$ cat src/hdl/smpc_pkg.sv
// Package: shared constants, register codes and the rain code table of the pump controller.
`default_nettype none

package smpc_pkg;

    // Default design parameters.
    localparam int ADC_BITS    = 12;
    localparam int DRY_READING = 3500;

    // Field widths.
    localparam int WEATHER_W  = 11;
    localparam int PCT_W      = 8;
    localparam int THR_W      = 7;
    localparam int INTERVAL_W = 31;
    localparam int SHORT_W    = 16;

    // Configuration port.
    localparam int CFG_IDX_W  = 3;
    localparam int CFG_DATA_W = 31;

    typedef enum logic [CFG_IDX_W-1:0] {
        CFG_ENABLE    = 3'd0,
        CFG_THRESHOLD = 3'd1,
        CFG_INTERVAL  = 3'd2,
        CFG_PUMP_TIME = 3'd3,
        CFG_SETTLE    = 3'd4
    } t_cfg_idx;

    // Register reset values.
    localparam logic              RST_ENABLE    = 1'b0;
    localparam logic [THR_W-1:0]  RST_THRESHOLD = 7'd60;
    localparam logic [INTERVAL_W-1:0] RST_INTERVAL = 31'd10000;
    localparam logic [SHORT_W-1:0] RST_PUMP_TIME = 16'd5000;
    localparam logic [SHORT_W-1:0] RST_SETTLE    = 16'd5000;

    // Intervals at or below this value keep the controller frozen.
    localparam logic [INTERVAL_W-1:0] MIN_INTERVAL = 31'd1000;

    // Scale factor of the percentage map.
    localparam int PCT_SCALE = 99;

    // Weather codes that count as rain.
    localparam int RAIN_N = 15;
    localparam logic [WEATHER_W-1:0] RAIN_CODES [RAIN_N] = '{
        11'd1063, 11'd1180, 11'd1183, 11'd1186, 11'd1189, 11'd1192, 11'd1195, 11'd1198,
        11'd1201, 11'd1204, 11'd1240, 11'd1243, 11'd1246, 11'd1273, 11'd1276
    };

    function automatic logic is_rain(input logic [WEATHER_W-1:0] code);
        logic hit;
        hit = 1'b0;
        for (int k = 0; k < RAIN_N; k++) begin
            if (code == RAIN_CODES[k]) begin
                hit = 1'b1;
            end
        end
        return hit;
    endfunction

endpackage

`default_nettype wire

$ cat src/hdl/smpc_ifs.sv
// Interfaces: valid/ready channels for soil ticks in and pump status words out.
`default_nettype none

interface smpc_in_if #(
    parameter int ADC_BITS = smpc_pkg::ADC_BITS
);
    logic                             valid;
    logic                             ready;
    logic [ADC_BITS-1:0]              soil_sample;
    logic [smpc_pkg::WEATHER_W-1:0]   weather_code;

    modport source (output valid, output soil_sample, output weather_code, input ready);
    modport sink   (input valid, input soil_sample, input weather_code, output ready);
endinterface

interface smpc_out_if;
    logic                               valid;
    logic                               ready;
    logic                               pump_on;
    logic                               watering_active;
    logic signed [smpc_pkg::PCT_W-1:0]  moisture_percent;

    modport source (output valid, output pump_on, output watering_active,
                    output moisture_percent, input ready);
    modport sink   (input valid, input pump_on, input watering_active,
                    input moisture_percent, output ready);
endinterface

`default_nettype wire

$ cat src/hdl/soil_moisture_pump_controller_core.sv
// Top level: soil moisture pump controller, percentage map pipeline and watering timers.
// A word accepted at the input passes the input, product and quotient stages to the output.
// Throughput: one word per cycle, unless the output stalls, through four register stages (input, product, quotient,
// result); the timer state steps once per word as it moves into the result stage.
// A stalled output backs up stage by stage; input stalls only when all four stages are full.
// Reset: synchronous, active low; clears valids, timers, watering flag and pump level.
`default_nettype none

module soil_moisture_pump_controller_core #(
    parameter int ADC_BITS    = smpc_pkg::ADC_BITS,
    parameter int DRY_READING = smpc_pkg::DRY_READING
) (
    input  wire logic                              i_clk,
    input  wire logic                              i_rst_n,
    smpc_in_if.sink                                i_in,
    smpc_out_if.source                             o_out,
    input  wire logic                              i_cfg_we,
    input  wire logic [smpc_pkg::CFG_IDX_W-1:0]    i_cfg_idx,
    input  wire logic [smpc_pkg::CFG_DATA_W-1:0]   i_cfg_wdata
);

    // ------------------------------------------------------------------
    // Divider constants. The map is q = |D - x| * 99 / D, done as a
    // multiply by a rounded-up reciprocal; the shift K is wide enough that
    // the quotient is exact for every product below 2^PROD_W.
    // ------------------------------------------------------------------
    localparam int D_BITS   = $clog2(DRY_READING + 1);
    localparam int DIFF_W   = (ADC_BITS > D_BITS) ? ADC_BITS : D_BITS;
    localparam int PROD_W   = DIFF_W + 7;
    localparam int D_W      = $clog2(DRY_READING);
    localparam int K        = PROD_W + D_W;
    localparam int RECIP_W  = PROD_W + 2;
    localparam int MUL_W    = PROD_W + RECIP_W;
    localparam int Q_W      = PROD_W - D_W + 1;
    localparam int P_W      = Q_W + 2;
    localparam int CMP_W    = (P_W > smpc_pkg::PCT_W) ? P_W : smpc_pkg::PCT_W;
    localparam logic [RECIP_W-1:0] RECIP = RECIP_W'(
        ((64'd1 << K) + 64'(DRY_READING) - 64'd1) / 64'(DRY_READING));

    localparam int IW = smpc_pkg::INTERVAL_W;
    localparam int SW = smpc_pkg::SHORT_W;
    localparam int WW = smpc_pkg::WEATHER_W;

    // ------------------------------------------------------------------
    // Configuration registers
    // ------------------------------------------------------------------
    logic                           r_enable;
    logic [smpc_pkg::THR_W-1:0]     r_thr;
    logic [IW-1:0]                  r_interval;
    logic [SW-1:0]                  r_pump_time;
    logic [SW-1:0]                  r_settle_time;
    logic                           w_cfg_hit;

    // A write to any listed register also stops the timers.
    always_comb begin
        case (smpc_pkg::t_cfg_idx'(i_cfg_idx))
            smpc_pkg::CFG_ENABLE,
            smpc_pkg::CFG_THRESHOLD,
            smpc_pkg::CFG_INTERVAL,
            smpc_pkg::CFG_PUMP_TIME,
            smpc_pkg::CFG_SETTLE:    w_cfg_hit = i_cfg_we;
            default:                 w_cfg_hit = 1'b0;
        endcase
    end

    always_ff @(posedge i_clk) begin
        if (!i_rst_n) begin
            r_enable      <= smpc_pkg::RST_ENABLE;
            r_thr         <= smpc_pkg::RST_THRESHOLD;
            r_interval    <= smpc_pkg::RST_INTERVAL;
            r_pump_time   <= smpc_pkg::RST_PUMP_TIME;
            r_settle_time <= smpc_pkg::RST_SETTLE;
        end else if (i_cfg_we) begin
            case (smpc_pkg::t_cfg_idx'(i_cfg_idx))
                smpc_pkg::CFG_ENABLE:    r_enable      <= i_cfg_wdata[0];
                smpc_pkg::CFG_THRESHOLD: r_thr         <= i_cfg_wdata[smpc_pkg::THR_W-1:0];
                smpc_pkg::CFG_INTERVAL:  r_interval    <= i_cfg_wdata[IW-1:0];
                smpc_pkg::CFG_PUMP_TIME: r_pump_time   <= i_cfg_wdata[SW-1:0];
                smpc_pkg::CFG_SETTLE:    r_settle_time <= i_cfg_wdata[SW-1:0];
                default: begin
                end
            endcase
        end
    end

    // ------------------------------------------------------------------
    // Pipeline flow control: a stage loads when it is empty or the stage
    // after it moves on. The result stage moves when the output is free.
    // ------------------------------------------------------------------
    logic r_v1, r_v2, r_v3, r_ov;
    logic w_take_out, w_en3, w_en2, w_en1, w_s3_go;

    assign w_take_out = !r_ov || o_out.ready;
    assign w_en3      = !r_v3 || w_take_out;
    assign w_en2      = !r_v2 || w_en3;
    assign w_en1      = !r_v1 || w_en2;
    assign w_s3_go    = r_v3 && w_take_out;
    assign i_in.ready = w_en1;

    always_ff @(posedge i_clk) begin
        if (!i_rst_n) begin
            r_v1 <= 1'b0;
            r_v2 <= 1'b0;
            r_v3 <= 1'b0;
            r_ov <= 1'b0;
        end else begin
            if (w_en1)      r_v1 <= i_in.valid;
            if (w_en2)      r_v2 <= r_v1;
            if (w_en3)      r_v3 <= r_v2;
            if (w_take_out) r_ov <= r_v3;
        end
    end

    // ------------------------------------------------------------------
    // Stage 1: input register
    // ------------------------------------------------------------------
    logic [ADC_BITS-1:0] r_s1_sample;
    logic [WW-1:0]       r_s1_weather;

    always_ff @(posedge i_clk) begin
        if (w_en1) begin
            r_s1_sample  <= i_in.soil_sample;
            r_s1_weather <= i_in.weather_code;
        end
    end

    // ------------------------------------------------------------------
    // Stage 2: magnitude of the distance from the dry reading, times 99.
    // Readings above the dry point give one minus the quotient, negative once the quotient exceeds one.
    // ------------------------------------------------------------------
    logic [DIFF_W:0]   w_x, w_d;
    logic              w_neg;
    logic [DIFF_W-1:0] w_mag;
    logic [PROD_W-1:0] r_s2_prod;
    logic              r_s2_neg;
    logic [WW-1:0]     r_s2_weather;

    always_comb begin
        w_x   = (DIFF_W+1)'(r_s1_sample);
        w_d   = (DIFF_W+1)'(DRY_READING);
        w_neg = (w_x > w_d);
        w_mag = w_neg ? DIFF_W'(w_x - w_d) : DIFF_W'(w_d - w_x);
    end

    always_ff @(posedge i_clk) begin
        if (w_en2) begin
            r_s2_prod    <= PROD_W'(w_mag) * PROD_W'(smpc_pkg::PCT_SCALE);
            r_s2_neg     <= w_neg;
            r_s2_weather <= r_s1_weather;
        end
    end

    // ------------------------------------------------------------------
    // Stage 3: divide by the dry reading through the reciprocal.
    // Truncating the magnitude truncates toward zero.
    // ------------------------------------------------------------------
    logic [MUL_W-1:0] w_full;
    logic [Q_W-1:0]   r_s3_q;
    logic             r_s3_neg;
    logic [WW-1:0]    r_s3_weather;

    assign w_full = MUL_W'(r_s2_prod) * MUL_W'(RECIP);

    always_ff @(posedge i_clk) begin
        if (w_en3) begin
            r_s3_q       <= w_full[K +: Q_W];
            r_s3_neg     <= r_s2_neg;
            r_s3_weather <= r_s2_weather;
        end
    end

    // ------------------------------------------------------------------
    // Stage 4: finish the percentage and step the watering controller.
    // ------------------------------------------------------------------
    logic signed [CMP_W-1:0] w_qs, w_pct, w_thr;
    logic                    w_run, w_rain;

    always_comb begin
        w_qs   = $signed(CMP_W'(r_s3_q));
        w_pct  = r_s3_neg ? ($signed(CMP_W'(1)) - w_qs) : (w_qs + $signed(CMP_W'(1)));
        w_thr  = $signed(CMP_W'(r_thr));
        w_rain = smpc_pkg::is_rain(r_s3_weather);
        w_run  = r_enable && (r_thr != '0) && (r_interval > smpc_pkg::MIN_INTERVAL);
    end

    // Controller state
    logic          r_int_run, n_int_run;
    logic [IW-1:0] r_int_elapsed, n_int_elapsed;
    logic          r_water, n_water;
    logic          r_pump_run, n_pump_run;
    logic [SW-1:0] r_pump_elapsed, n_pump_elapsed;
    logic          r_settle_run, n_settle_run;
    logic [SW-1:0] r_settle_elapsed, n_settle_elapsed;
    logic          r_pump_level, n_pump_level;

    // Steps follow the tick order: advance the running timers, then start
    // or stop interval, pump and settle in turn.
    always_comb begin
        n_int_run        = r_int_run;
        n_int_elapsed    = r_int_elapsed;
        n_water          = r_water;
        n_pump_run       = r_pump_run;
        n_pump_elapsed   = r_pump_elapsed;
        n_settle_run     = r_settle_run;
        n_settle_elapsed = r_settle_elapsed;
        n_pump_level     = r_pump_level;

        if (w_run) begin
            // advance, holding at full scale
            if (r_int_run && (r_int_elapsed != '1)) begin
                n_int_elapsed = r_int_elapsed + IW'(1);
            end
            if (r_pump_run && (r_pump_elapsed != '1)) begin
                n_pump_elapsed = r_pump_elapsed + SW'(1);
            end
            if (r_settle_run && (r_settle_elapsed != '1)) begin
                n_settle_elapsed = r_settle_elapsed + SW'(1);
            end

            // interval timer runs only while not watering
            if (!n_int_run && !n_water) begin
                n_int_run     = 1'b1;
                n_int_elapsed = '0;
            end
            if (n_int_run && (n_int_elapsed >= r_interval)) begin
                n_int_run     = 1'b0;
                n_int_elapsed = '0;
                if ((w_pct <= w_thr) && !w_rain) begin
                    n_water = 1'b1;
                end
            end

            // pump pulse; wet soil cuts it short and goes to settle
            if (n_water && !n_settle_run) begin
                if (w_pct < w_thr) begin
                    if (!n_pump_run) begin
                        n_pump_run     = 1'b1;
                        n_pump_elapsed = '0;
                        n_pump_level   = 1'b1;
                    end else if (n_pump_elapsed >= r_pump_time) begin
                        n_pump_run       = 1'b0;
                        n_pump_elapsed   = '0;
                        n_pump_level     = 1'b0;
                        n_settle_run     = 1'b1;
                        n_settle_elapsed = '0;
                    end
                end else begin
                    n_pump_run       = 1'b0;
                    n_pump_elapsed   = '0;
                    n_pump_level     = 1'b0;
                    n_settle_run     = 1'b1;
                    n_settle_elapsed = '0;
                end
            end

            // settle done: drop watering once the soil reads wet
            if (n_settle_run && (n_settle_elapsed >= r_settle_time)) begin
                n_settle_run     = 1'b0;
                n_settle_elapsed = '0;
                if (w_pct >= w_thr) begin
                    n_water      = 1'b0;
                    n_pump_level = 1'b0;
                end
            end
        end
    end

    always_ff @(posedge i_clk) begin
        if (!i_rst_n) begin
            r_int_run        <= 1'b0;
            r_int_elapsed    <= '0;
            r_water          <= 1'b0;
            r_pump_run       <= 1'b0;
            r_pump_elapsed   <= '0;
            r_settle_run     <= 1'b0;
            r_settle_elapsed <= '0;
            r_pump_level     <= 1'b0;
        end else if (w_cfg_hit) begin
            // stop all timers; flag and pump level hold
            r_int_run        <= 1'b0;
            r_int_elapsed    <= '0;
            r_pump_run       <= 1'b0;
            r_pump_elapsed   <= '0;
            r_settle_run     <= 1'b0;
            r_settle_elapsed <= '0;
        end else if (w_s3_go) begin
            r_int_run        <= n_int_run;
            r_int_elapsed    <= n_int_elapsed;
            r_water          <= n_water;
            r_pump_run       <= n_pump_run;
            r_pump_elapsed   <= n_pump_elapsed;
            r_settle_run     <= n_settle_run;
            r_settle_elapsed <= n_settle_elapsed;
            r_pump_level     <= n_pump_level;
        end
    end

    // ------------------------------------------------------------------
    // Output register
    // ------------------------------------------------------------------
    logic                              r_out_pump, r_out_water;
    logic signed [smpc_pkg::PCT_W-1:0] r_out_pct;

    always_ff @(posedge i_clk) begin
        if (w_s3_go) begin
            r_out_pump  <= n_pump_level;
            r_out_water <= n_water;
            r_out_pct   <= w_pct[smpc_pkg::PCT_W-1:0];
        end
    end

    assign o_out.valid            = r_ov;
    assign o_out.pump_on          = r_out_pump;
    assign o_out.watering_active  = r_out_water;
    assign o_out.moisture_percent = r_out_pct;

    // ------------------------------------------------------------------
    // Assertions
    // ------------------------------------------------------------------
    a_level_needs_flag: assert property (@(posedge i_clk) disable iff (!i_rst_n)
        r_pump_level |-> r_water)
        else $error("pump driven without a watering cycle");

    a_pump_settle_excl: assert property (@(posedge i_clk) disable iff (!i_rst_n)
        r_pump_run |-> (!r_settle_run && r_pump_level))
        else $error("pump timer running with settle running or pump off");

    a_interval_idle: assert property (@(posedge i_clk) disable iff (!i_rst_n)
        r_int_run |-> !r_water)
        else $error("interval timer running during watering");

    a_frozen_hold: assert property (@(posedge i_clk) disable iff (!i_rst_n)
        (w_s3_go && !w_run && !i_cfg_we) |=>
            ($stable(r_water) && $stable(r_pump_level) && $stable(r_int_elapsed)
             && $stable(r_pump_elapsed) && $stable(r_settle_elapsed)))
        else $error("state changed while controller frozen");

endmodule

`default_nettype wire
$ cat src/flat_wrapper.sv
// flat-port wrapper written by rule: the top's interface ports become plain ports
module soil_moisture_pump_controller_core_flat 
#(
    parameter int ADC_BITS    = smpc_pkg::ADC_BITS,
    parameter int DRY_READING = smpc_pkg::DRY_READING
)
  (i_clk, i_rst_n, i_cfg_we, i_cfg_idx, i_cfg_wdata, i_in_valid, i_in_soil_sample, i_in_weather_code, i_in_ready, o_out_valid, o_out_pump_on, o_out_watering_active, o_out_moisture_percent, o_out_ready);
  smpc_in_if #(.ADC_BITS(ADC_BITS)) i_in_i ();
  smpc_out_if o_out_i ();
  input  wire logic i_clk;
  input  wire logic i_rst_n;
  input  wire logic i_cfg_we;
  input  wire logic [smpc_pkg::CFG_IDX_W-1:0] i_cfg_idx;
  input  wire logic [smpc_pkg::CFG_DATA_W-1:0] i_cfg_wdata;
  input wire logic [$bits(i_in_i.valid)-1:0] i_in_valid;
  input wire logic [$bits(i_in_i.soil_sample)-1:0] i_in_soil_sample;
  input wire logic [$bits(i_in_i.weather_code)-1:0] i_in_weather_code;
  output wire logic [$bits(i_in_i.ready)-1:0] i_in_ready;
  output wire logic [$bits(o_out_i.valid)-1:0] o_out_valid;
  output wire logic [$bits(o_out_i.pump_on)-1:0] o_out_pump_on;
  output wire logic [$bits(o_out_i.watering_active)-1:0] o_out_watering_active;
  output wire logic [$bits(o_out_i.moisture_percent)-1:0] o_out_moisture_percent;
  input wire logic [$bits(o_out_i.ready)-1:0] o_out_ready;
  assign i_in_i.valid = i_in_valid;
  assign i_in_i.soil_sample = i_in_soil_sample;
  assign i_in_i.weather_code = i_in_weather_code;
  assign i_in_ready = i_in_i.ready;
  assign o_out_valid = o_out_i.valid;
  assign o_out_pump_on = o_out_i.pump_on;
  assign o_out_watering_active = o_out_i.watering_active;
  assign o_out_moisture_percent = o_out_i.moisture_percent;
  assign o_out_i.ready = o_out_ready;
  soil_moisture_pump_controller_core #(.ADC_BITS(ADC_BITS), .DRY_READING(DRY_READING)) u_core (.i_clk(i_clk), .i_rst_n(i_rst_n), .i_in(i_in_i), .o_out(o_out_i), .i_cfg_we(i_cfg_we), .i_cfg_idx(i_cfg_idx), .i_cfg_wdata(i_cfg_wdata));
endmodule
$ cat config.mk
export PLATFORM = sky130hd
export DESIGN_NAME = soil_moisture_pump_controller_core_flat
export DESIGN_NICKNAME = d
export VERILOG_FILES = /design/src/hdl/smpc_pkg.sv /design/src/hdl/smpc_ifs.sv /design/src/hdl/soil_moisture_pump_controller_core.sv /design/src/flat_wrapper.sv
export SDC_FILE = /design/constraint.sdc
export NUM_CORES = 1
export LEC_CHECK = 0
export BUFFER_PORTS_ARGS = -buffer_cell sky130_fd_sc_hd__buf_2
export CAP_MARGIN = 40
export CORE_AREA = 2 2 178 180
export CTS_BUF_LIST = sky130_fd_sc_hd__clkbuf_16
export CTS_CLUSTER_DIAMETER = 30
export CTS_CLUSTER_SIZE = 16
export DETAILED_ROUTE_END_ITERATION = 16
export DIE_AREA = 0 0 180 182
export GPL_ROUTABILITY_DRIVEN = 1
export PLACE_DENSITY = 0.84
export SLEW_MARGIN = 10
export SYNTH_ARGS = -nofsm -noshare
export SYNTH_HDL_FRONTEND = slang
export SYNTH_SLANG_ARGS = --single-unit
$ cat constraint.sdc
create_clock -name i_clk -period 8.6 [get_ports i_clk]
set_clock_uncertainty 0.05 [all_clocks]
set_input_delay 0.86 -clock i_clk [delete_from_list [all_inputs] [get_ports i_clk]]
set_output_delay 0.86 -clock i_clk [all_outputs]
set_load 0.05 [all_outputs]
==> flow_summary.json, run 1 <==
{
  "yosysSeqAreaShare": 0.2779,
  "drv_slew": 0,
  "cts_setup_buffers": 0,
  "syn_inst": 2040,
  "max-clock-path-buffers": 3,
  "antenna_found_initial": 0,
  "setup_slack_ns": 1.059,
  "dp_hpwl_um": 35010,
  "fill_cells": 2102,
  "die_w_um": 180,
  "start_util": 0.6254,
  "cts_buffers": 49,
  "cts_sinks": 227,
  "rsz0062_at_grt": "no",
  "clkSlewWorstSetupHoldPaths_ns": 0.06,
  "min_period_over_period": 0.8769,
  "min_path_type": "register to register",
  "grt_first_pass_wirelength_um": 75910,
  "routedWlPerCell_um": 17.95,
  "rows": 65,
  "first_pass_iters": 5,
  "utilization": 0.7090,
  "diodes": 0,
  "crit_buf_inv": 1,
  "area_delta_synth_final_pct": 13.37,
  "drt-total-wl_um": 46090,
  "synth.distinct_cells": 71,
  "synth_top_area_cell": "ha_1",
  "synth_edf_count": 84,
  "worstSetupPathType": "register to register",
  "synth-main-ff-cell": "dfxtp_1",
  "syn_area_um2": 19380,
  "cts-root-buf": "clkbuf_16",
  "syn_nets": 2556,
  "pre_cts_ws_ns": 1.242,
  "grt_usage": 0.2842,
  "tightest_slew_ns": 0.8670,
  "synthTopCellsByArea": "ha_1 19%, fa_1 17%, dfxtp_1 15%, edfxtp_1 13%, inv_1 6.4%",
  "cts_tree": "yes",
  "overflow": 0,
  "endpoint_kind": "register",
  "drtAntennaViolNets": 0,
  "h-tree-depth": 2,
  "crit_path_top_delay_cell": "or4_1",
  "crit_family": "compound AO/OA/AOI/OAI gates",
  "cts_hold_buf": 0,
  "io_buffers": 73,
  "die_y_um": 182,
  "io-pin-count": 74,
  "grt_max_degree": 58,
  "whs_ns": 0.3613,
  "num_vias": 15184,
  "finalHoldViolations": 0,
  "status": "complete, no violations",
  "synth_seq_cells": 227,
  "synth_top_area_share": 0.1872,
  "setup_viol": 0,
  "viasPerCell": 5.913,
  "post-route-drc-count": 0,
  "critPathMaxStageDelay_ns": 0.56,
  "core_area_um2": 30990,
  "clkLatencyLatePin_ns": 0.55,
  "layout_min_cycle_time_ns": 7.541,
  "maxSlewHeadroom": 0.4128,
  "drt_iter0_drc": 1183,
  "cts.repair.resized": 0,
  "yosys_warnings": 0,
  "worstPathArrival_ns": 7.98,
  "place_congestion": 0.9197,
  "maxCapViolations": 0,
  "synth_area_per_cell_um2": 9.499,
  "drive_gt1_frac": 0.09049,
  "startpoint_type": "register",
  "finalSetupTns_ns": 0,
  "grt_pass1_vias": 15709,
  "finalNetCount": 2642,
  "synthArstFlopShare": 0,
  "dieArea_um2": 32760,
  "crit_fanout": 22,
  "fmax_ghz": 0.1326,
  "required_ns": 9.04
}
-- placed cells by master, fill, tap and decap left out, drive strengths merged, types with 14 or more instances in the layout --
cell type / synthesis / routed
a21oi: 119 / 119
edfxtp: 84 / 84
inv: 329 / 341
and3: 15 / 15
xor2: 41 / 41
ha: 290 / 290
o211ai: 17 / 17
fa: 164 / 164
a21o: 23 / 23
clkbuf: 44 / 51
o21ai: 46 / 46
a22oi: 27 / 27
a31oi: 14 / 14
nor2: 147 / 147
nor3: 26 / 26
nand4: 28 / 28
nand2: 186 / 186
nand3: 45 / 45
xnor2: 51 / 51
nor2b: 17 / 17
dfxtp: 143 / 143
buf: 6 / 85
-- final cells by class --
| class | instances | area [um^2] | area share |
|---|---|---|---|
| Clock inverter | 40 | 519.2 | 0.02364 |
| Timing Repair Buffer | 85 | 483.0 | 0.02198 |
| Inverter | 329 | 1235 | 0.05621 |
| Clock buffer | 51 | 1276 | 0.05809 |
| Multi-Input combinational cell | 1434 | 12570 | 0.5720 |
| Sequential cell | 227 | 5385 | 0.2451 |
| Tap cell | 402 | 503.0 | 0.02290 |
-- final timing paths --
check | from | end | slack (ns) | cells past startpoint
min reg2reg | u_core.r_s1_weather[2] | u_core.r_s2_weather[2] | 0.36 | 0
max reg2reg | u_core.r_int_elapsed[21] | u_core.r_settle_elapsed[0] | 1.06 | 28
max | u_core.r_int_elapsed[21] | u_core.r_settle_elapsed[0] | 1.06 | 28
min | u_core.r_s1_weather[2] | u_core.r_s2_weather[2] | 0.36 | 0
-- synth_stat cells (6+ instances only) --
cell type and instances:
a211oi_1 8, a21o_1 23, a21oi_1 117, a22o_1 6, a22oi_1 27, a31oi_1 14
and2_1 6, and3_1 15, and4_1 11, clkbuf_1 44, dfxtp_1 143, edfxtp_1 84
fa_1 164, ha_1 290, inv_1 329, mux2i_1 13, nand2_1 186, nand2b_1 12
nand3_1 45, nand4_1 28, nor2_1 145, nor2b_1 17, nor3_1 26, nor4_1 12
o211ai_1 17, o21a_1 13, o21ai_0 45, o21bai_1 7, o31ai_1 12, or2_2 13
xnor2_1 51, xor2_1 41
-- state kept, by name, indices dropped and copies added (netlist names), 8 cells and up --
register and cells:
u_core.r_pump_elapsed 16, u_core.r_settle_elapsed 16, u_core.r_s3_q 8, u_core.r_settle_time 16, u_core.r_s3_weather 11, u_core.r_pump_time 16
u_core.r_s1_sample 12, u_core.r_s2_prod 19, u_core.r_s2_weather 11, u_core.o_out.moisture_percent 8, u_core.r_interval 31, u_core.r_s1_weather 11
u_core.r_int_elapsed 31
-- per-layer routing --
layer	wire length, um	vias to the layer above	track usage
met4	1416	0	0.09691
li1	-	7110	-
met5	0	-	0
met1	18420	7399	0.3456
met2	23180	560	0.5079
met3	3077	115	0.05174
-- worst reg2reg max path, delay by kind of cell (launching register included) --
| family | cells | cell delay, ns |
|---|---|---|
| AOI/OAI and AO/OA | 12 | 3.09 |
| and+or+nand+nor | 11 | 2.71 |
| adders and majority gates | 2 | 0.61 |
| buffers and inverters | 1 | 0.24 |
| DFF | 1 | 0.44 |
| xor gates and xnor gates | 1 | 0.14 |
| muxes | 1 | 0.19 |
-- logic make-up (layout without fill, tap and decap cells) --
family | count (synthesis) | in the layout | synth area share
compound gates | 339 | 339 | 0.1142
xor+xnor | 92 | 92 | 0.04158
fa+ha+maj | 454 | 454 | 0.3567
buf+inv | 379 | 505 | 0.07386
flops | 227 | 227 | 0.2779
mux | 16 | 16 | 0.008458
simple gates | 533 | 533 | 0.1273
-- per-stage QoR --
| stage | instances | area [um^2] |
|---|---|---|
| final | 2568 | 21970 |
| after global placement | 2475 | 20130 |
| after floorplan | 2040 | 19380 |
| after global routing | 2568 | 21970 |
| after detailed placement | 2477 | 20170 |
| after CTS | 2568 | 21970 |
Power of run 1 is left out: the tool's default activity adds up to more than one toggle a clock period on the data nets, which glitch-free logic cannot reach.
==> run 2: changes to the inputs <==
- ABC_AREA: default -> 1
- CORE_AREA: 2 2 178 180 -> 2 2 183 185
- DIE_AREA: 0 0 180 182 -> 0 0 185 187
==> flow_summary.json, run 2 <==
{
  "status": "complete, no violations",
  "cts.repair.resized": 0,
  "antenna_found_initial": 1,
  "grt_usage": 0.3049,
  "dieArea_um2": 34600,
  "endpoint_kind": "register",
  "grt_pass1_vias": 17469,
  "yosys_warnings": 0,
  "post-route-drc-count": 0,
  "clkLatencyLatePin_ns": 0.57,
  "drive_gt1_frac": 0.08612,
  "max-clock-path-buffers": 3,
  "start_util": 0.6263,
  "syn_area_um2": 20580,
  "syn_nets": 2985,
  "rsz0062_at_grt": "no",
  "r2r_setup_slack_ns": 2.29,
  "finalHoldViolations": 0,
  "place_congestion": 1.005,
  "routedWlPerCell_um": 17.00,
  "h-tree-depth": 2,
  "finalNetCount": 3076,
  "grt_max_degree": 74,
  "multi_input_area_um2": 13150,
  "fill_cells": 2415,
  "layout_min_cycle_time_ns": 6.310,
  "hold_end": "u_core.r_s3_weather[7]",
  "worstHoldStart": "u_core.r_s2_weather[7]",
  "rows": 67,
  "r2r-start": "u_core.r_s1_sample[3]",
  "final_common_cell": "inv_1",
  "io_buffers": 73,
  "grt_first_pass_wirelength_um": 84190,
  "synth_area_per_cell_um2": 8.336,
  "finalSetupTns_ns": 0,
  "tightest_slew_ns": 0.7363,
  "drv_slew": 0,
  "cts_tree": "yes",
  "cts_buffers": 50,
  "min_period_over_period": 0.7338,
  "synth-main-ff-cell": "dfxtp_1",
  "required_ns": 8.86,
  "die_y_um": 187,
  "syn_inst": 2469,
  "worstPathArrival_ns": 6.57,
  "top_regs": "u_core.r_int_elapsed x31, u_core.r_interval x31, u_core.r_s2_prod x19",
  "viasPerCell": 5.669,
  "synth_top_area_cell": "ha_1",
  "drt_iter0_drc": 1298,
  "area_delta_synth_final_pct": 12.74,
  "synthTopCellsByArea": "ha_1 18%, fa_1 16%, dfxtp_1 14%, edfxtp_1 12%, inv_1 8.6%",
  "synth_most_common_cell": "inv_1",
  "synth.distinct_cells": 54,
  "io-pin-count": 74,
  "cts_hold_buf": 0,
  "cts_setup_buffers": 0,
  "synth_common_cells": "472 x inv_1, 419 x nand2_1, 290 x ha_1, 221 x a21oi_1, 164 x fa_1",
  "maxCapViolations": 0,
  "synth_edf_count": 84,
  "core_area_um2": 32860,
  "yosysSeqAreaShare": 0.2617,
  "min_path_type": "register to register",
  "drtAntennaViolNets": 0,
  "first_pass_iters": 6,
  "die_w_um": 185,
  "crit_fanout": 12,
  "synth_seq_cells": 227,
  "num_vias": 17289,
  "startpoint_type": "register",
  "setup_viol": 0,
  "drt-total-wl_um": 51840,
  "maxSlewHeadroom": 0.5073,
  "synthArstFlopShare": 0,
  "r2r_end": "u_core.r_s2_prod[18]",
  "clkSlewWorstSetupHoldPaths_ns": 0.05,
  "overflow": 0,
  "regArea_um2": 5385,
  "reg2regPathDepth": 27,
  "cts_sinks": 227,
  "holdPathStages": 0,
  "worstSetupPathType": "register to register",
  "final_cell_mix": "477 x inv_1, 419 x nand2_1, 290 x ha_1, 221 x a21oi_1, 164 x fa_1",
  "synth_top_area_share": 0.1763,
  "fmax_ghz": 0.1585,
  "dp_hpwl_um": 40310,
  "cts-root-buf": "clkbuf_16"
}
==> run 2: worst max path at each step <==
| stage | end | startpoint | depth (start not counted) |
|---|---|---|---|
| after floorplan | u_core.r_s3_q[7] | u_core.r_s2_prod[17] | 17 |
| after global placement | u_core.r_s2_prod[18] | u_core.r_s1_sample[3] | 27 |
| after detailed placement | u_core.r_s2_prod[18] | u_core.r_s1_sample[3] | 27 |
| after CTS | u_core.r_s2_prod[18] | u_core.r_s1_sample[3] | 27 |
| after global routing | u_core.r_s2_prod[18] | u_core.r_s1_sample[3] | 27 |
| final | u_core.r_s2_prod[18] | u_core.r_s1_sample[3] | 27 |
==> run 2: cell type report <==
| type | instances | share of cell area |
|---|---|---|
| Clock inverter | 40 | 0.01828 |
| Tap cell | 448 | 0.02416 |
| Clock buffer | 53 | 0.05716 |
| Timing Repair Buffer | 87 | 0.02362 |
| Sequential cell | 227 | 0.2321 |
| Inverter | 482 | 0.07798 |
| Antenna cell | 1 | 0.0001079 |
| Multi-Input combinational cell | 1712 | 0.5666 |
==> run 2: layer usage <==
layer | GRT usage | share of wire | vias to the layer above | wire (um)
met2 | 0.5219 | 0.49 | 696 | 25160
met5 | 0 | 0 | - | 0
met4 | 0.1404 | 0.044 | 0 | 2288
li1 | - | - | 8238 | -
met3 | 0.05569 | 0.073 | 173 | 3796
met1 | 0.3720 | 0.40 | 8182 | 20600
==> run 2: through the flow <==
stage,std cells,setup slack (ns),hold slack [ns],utilization,instance area [um^2]
finish,3050,2.290,0.3626,0.7061,23200
global route,3049,1.682,0.3681,0.7060,23200
CTS,3049,2.355,0.3637,0.7060,23200
detailed placement,2956,2.371,0.3545,0.6527,21450
global placement,2948,2.557,0.3507,0.6485,21310
floorplan,2469,3.233,0.3503,-,20580
==> run 2: worst max-delay path, stage by stage, from the launching register on <==
cell      delay (ns)
edfxtp_1        0.44
ha_1            0.22
nand3_1         0.10
o21ai_1         0.12
inv_1           0.08
a21oi_1         0.18
a21oi_1         0.11
nor2_1          0.59
inv_1           0.27
o21ai_0         0.27
xor2_1          0.37
inv_1           0.14
ha_1            0.30
inv_1           0.05
fa_1            0.53
inv_1           0.04
ha_1            0.28
ha_1            0.30
ha_1            0.35
nand2_1         0.10
nor2_1          0.06
and3_1          0.18
a211oi_1        0.33
o21ai_0         0.20
a21oi_1         0.16
nor2_1          0.05
nor2_1          0.11
xor2_1          0.08
==> run 2: logic make-up (layout without fill, tap and decap cells) <==
| logic type | after synthesis | count (layout) | synth area share |
|---|---|---|---|
| AND/OR/NAND/NOR | 777 | 777 | 0.1636 |
| buffers and inverters | 530 | 662 | 0.09958 |
| adder cells (fa/ha/maj) | 454 | 454 | 0.3358 |
| AO/OA/AOI/OAI | 412 | 412 | 0.1099 |
| flip-flops | 227 | 227 | 0.2617 |
| XOR/XNOR | 68 | 68 | 0.02894 |
| multiplexers | 1 | 1 | 0.0004864 |
| other | 0 | 1 | 0 |
Power of run 2 is left out for the same reason.
==> run 3: changes to the inputs <==
- ABC_AREA: 1 -> 0
- CORE_AREA: 2 2 183 185 -> 2 2 186 188
- DIE_AREA: 0 0 185 187 -> 0 0 188 190
- PLACE_DENSITY: 0.84 -> 0.81
- clock period: 8.6 -> 5.7 ns (I/O delays scaled with it)
==> flow_summary.json, run 3 (synthesis results as in run 1) <==
{
  "layout_min_cycle_time_ns": 6.316,
  "cts_hold_buf": 0,
  "rsz0062_at_grt": "yes",
  "min_period_over_period": 1.108,
  "required_ns": 5.96,
  "setup_viol": 27,
  "routedWlPerCell_um": 18.46,
  "crit_family": "adder cells",
  "drive_gt1_frac": 0.2299,
  "cp_cell_sequence": "fa_2, inv_2, fa_2, inv_1, fa_2, fa_1, inv_2, fa_1, inv_2, fa_2, ha_4, a21oi_4, o21ai_2, a221oi_2, o31ai_2, o31ai_2, a21boi_2, o21a_2, a311oi_4, o21bai_1, xor2_1",
  "setup_slack_ns": -0.6163,
  "num_vias": 16421,
  "cts_sinks": 227,
  "pre_cts_ws_ns": -0.5940,
  "cts-root-buf": "clkbuf_16",
  "drt-total-wl_um": 52960,
  "finalNetCount": 2887,
  "io_buffers": 73,
  "dp_hpwl_um": 38050,
  "critPathMostFrequentCell": "fa_2",
  "post-route-drc-count": 0,
  "grt_max_degree": 58,
  "critPathMaxStageDelay_ns": 0.68,
  "io-pin-count": 74,
  "overflow": 0,
  "clkLatencyLatePin_ns": 0.57,
  "area_delta_synth_final_pct": 26.87,
  "final_cell_mix": "325 x inv_1, 281 x ha_1, 242 x buf_4, 185 x nand2_1, 154 x fa_1",
  "start_util": 0.5708,
  "crit_fanout": 4,
  "min_path_type": "primary input to register",
  "finalHoldViolations": 0,
  "violations": "setup timing",
  "die_w_um": 188,
  "diodes": 0,
  "drt_iter0_drc": 1066,
  "grt_first_pass_wirelength_um": 83440,
  "drv_slew": 0,
  "drtAntennaViolNets": 0,
  "place_congestion": 0.9851,
  "final_common_cell": "inv_1",
  "core_area_um2": 33950,
  "maxCapViolations": 0,
  "viasPerCell": 5.724,
  "grt_usage": 0.2891,
  "worstSetupPathType": "register to register",
  "clkSlewWorstSetupHoldPaths_ns": 0.06,
  "grt_pass1_vias": 17480,
  "crit_buf_inv": 4,
  "antenna_found_initial": 0,
  "tightest_slew_ns": 0.8443,
  "rows": 68,
  "endpoint_kind": "register",
  "crit_path_top_delay_cell": "fa_2",
  "max-clock-path-buffers": 3,
  "startpoint_type": "register",
  "cts_buffers": 51,
  "fmax_ghz": 0.1583,
  "h-tree-depth": 2,
  "status": "finished, violations left",
  "first_pass_iters": 6,
  "maxSlewHeadroom": 0.4372,
  "cts_tree": "yes",
  "die_y_um": 190,
  "worstPathArrival_ns": 6.58,
  "dieArea_um2": 35720,
  "top_regs": "u_core.r_int_elapsed x31, u_core.r_interval x31, u_core.r_s2_prod x19"
}
run 3: cell types whose count changed in the layout (fill, tap and decap cells not counted), sizes merged, moves of 26 or more:
cell   previous run  this run
a22oi             1        27
xnor2            14        51
nand2           426       186
nand3            86        45
buf              87       328
a21oi           223       119
o21ai           122        46
inv             491       345
run 3: area by class of cell:
class | instances | area [um^2]
clock inverters | 44 | 518.0
inverters | 329 | 1235
well taps | 455 | 569.3
flip-flops and latches | 227 | 5389
fillers | 2184 | 9361
multi-input cells | 1434 | 13230
repair buffers | 328 | 2349
clock buffers | 52 | 1301
run 3: worst paths after layout:
kind         cells after the start                     end  slack (ns)              startpoint
max                             21        u_core.r_s3_q[6]       -0.62    u_core.r_s2_prod[17]
min                              1  u_core.r_s1_weather[3]        0.13    i_in_weather_code[3]
max reg2reg                     21        u_core.r_s3_q[6]       -0.62    u_core.r_s2_prod[17]
min reg2reg                      0  u_core.r_s3_weather[9]        0.37  u_core.r_s2_weather[9]
run 3: per-stage QoR:
stage | instance area [um^2] | setup TNS [ns] | utilization | hold WS, ns | std cells
3_3_place_gp | 21910 | -4.403 | 0.6455 | 0.3512 | 2737
2_1_floorplan | 19540 | -2.711 | - | 0.3503 | 2040
3_5_place_dp | 21950 | -7.389 | 0.6467 | 0.3545 | 2739
5_1_grt | 24590 | -18.06 | 0.7242 | 0.1102 | 2869
6_report | 24590 | -11.76 | 0.7242 | 0.1269 | 2869
4_1_cts | 24090 | -8.691 | 0.7096 | 0.1163 | 2850
run 3: layer usage:
layer / GRT usage / vias to the layer above / wire length (um)
met3: 0.04021 / 224 / 3242
met2: 0.5446 / 682 / 27350
met4: 0.1333 / 0 / 2911
met1: 0.3219 / 7918 / 19460
met5: 0 / - / 0
li1: - / 7597 / -
run 3: what timing repair did:
action                     CTS  global route
pin swaps                   31            32
setup endpoints to repair   30            32
setup buffers               14            21
gates cloned                 1             0
gates resized for setup     53            78
Power of run 3 is left out for the same reason.
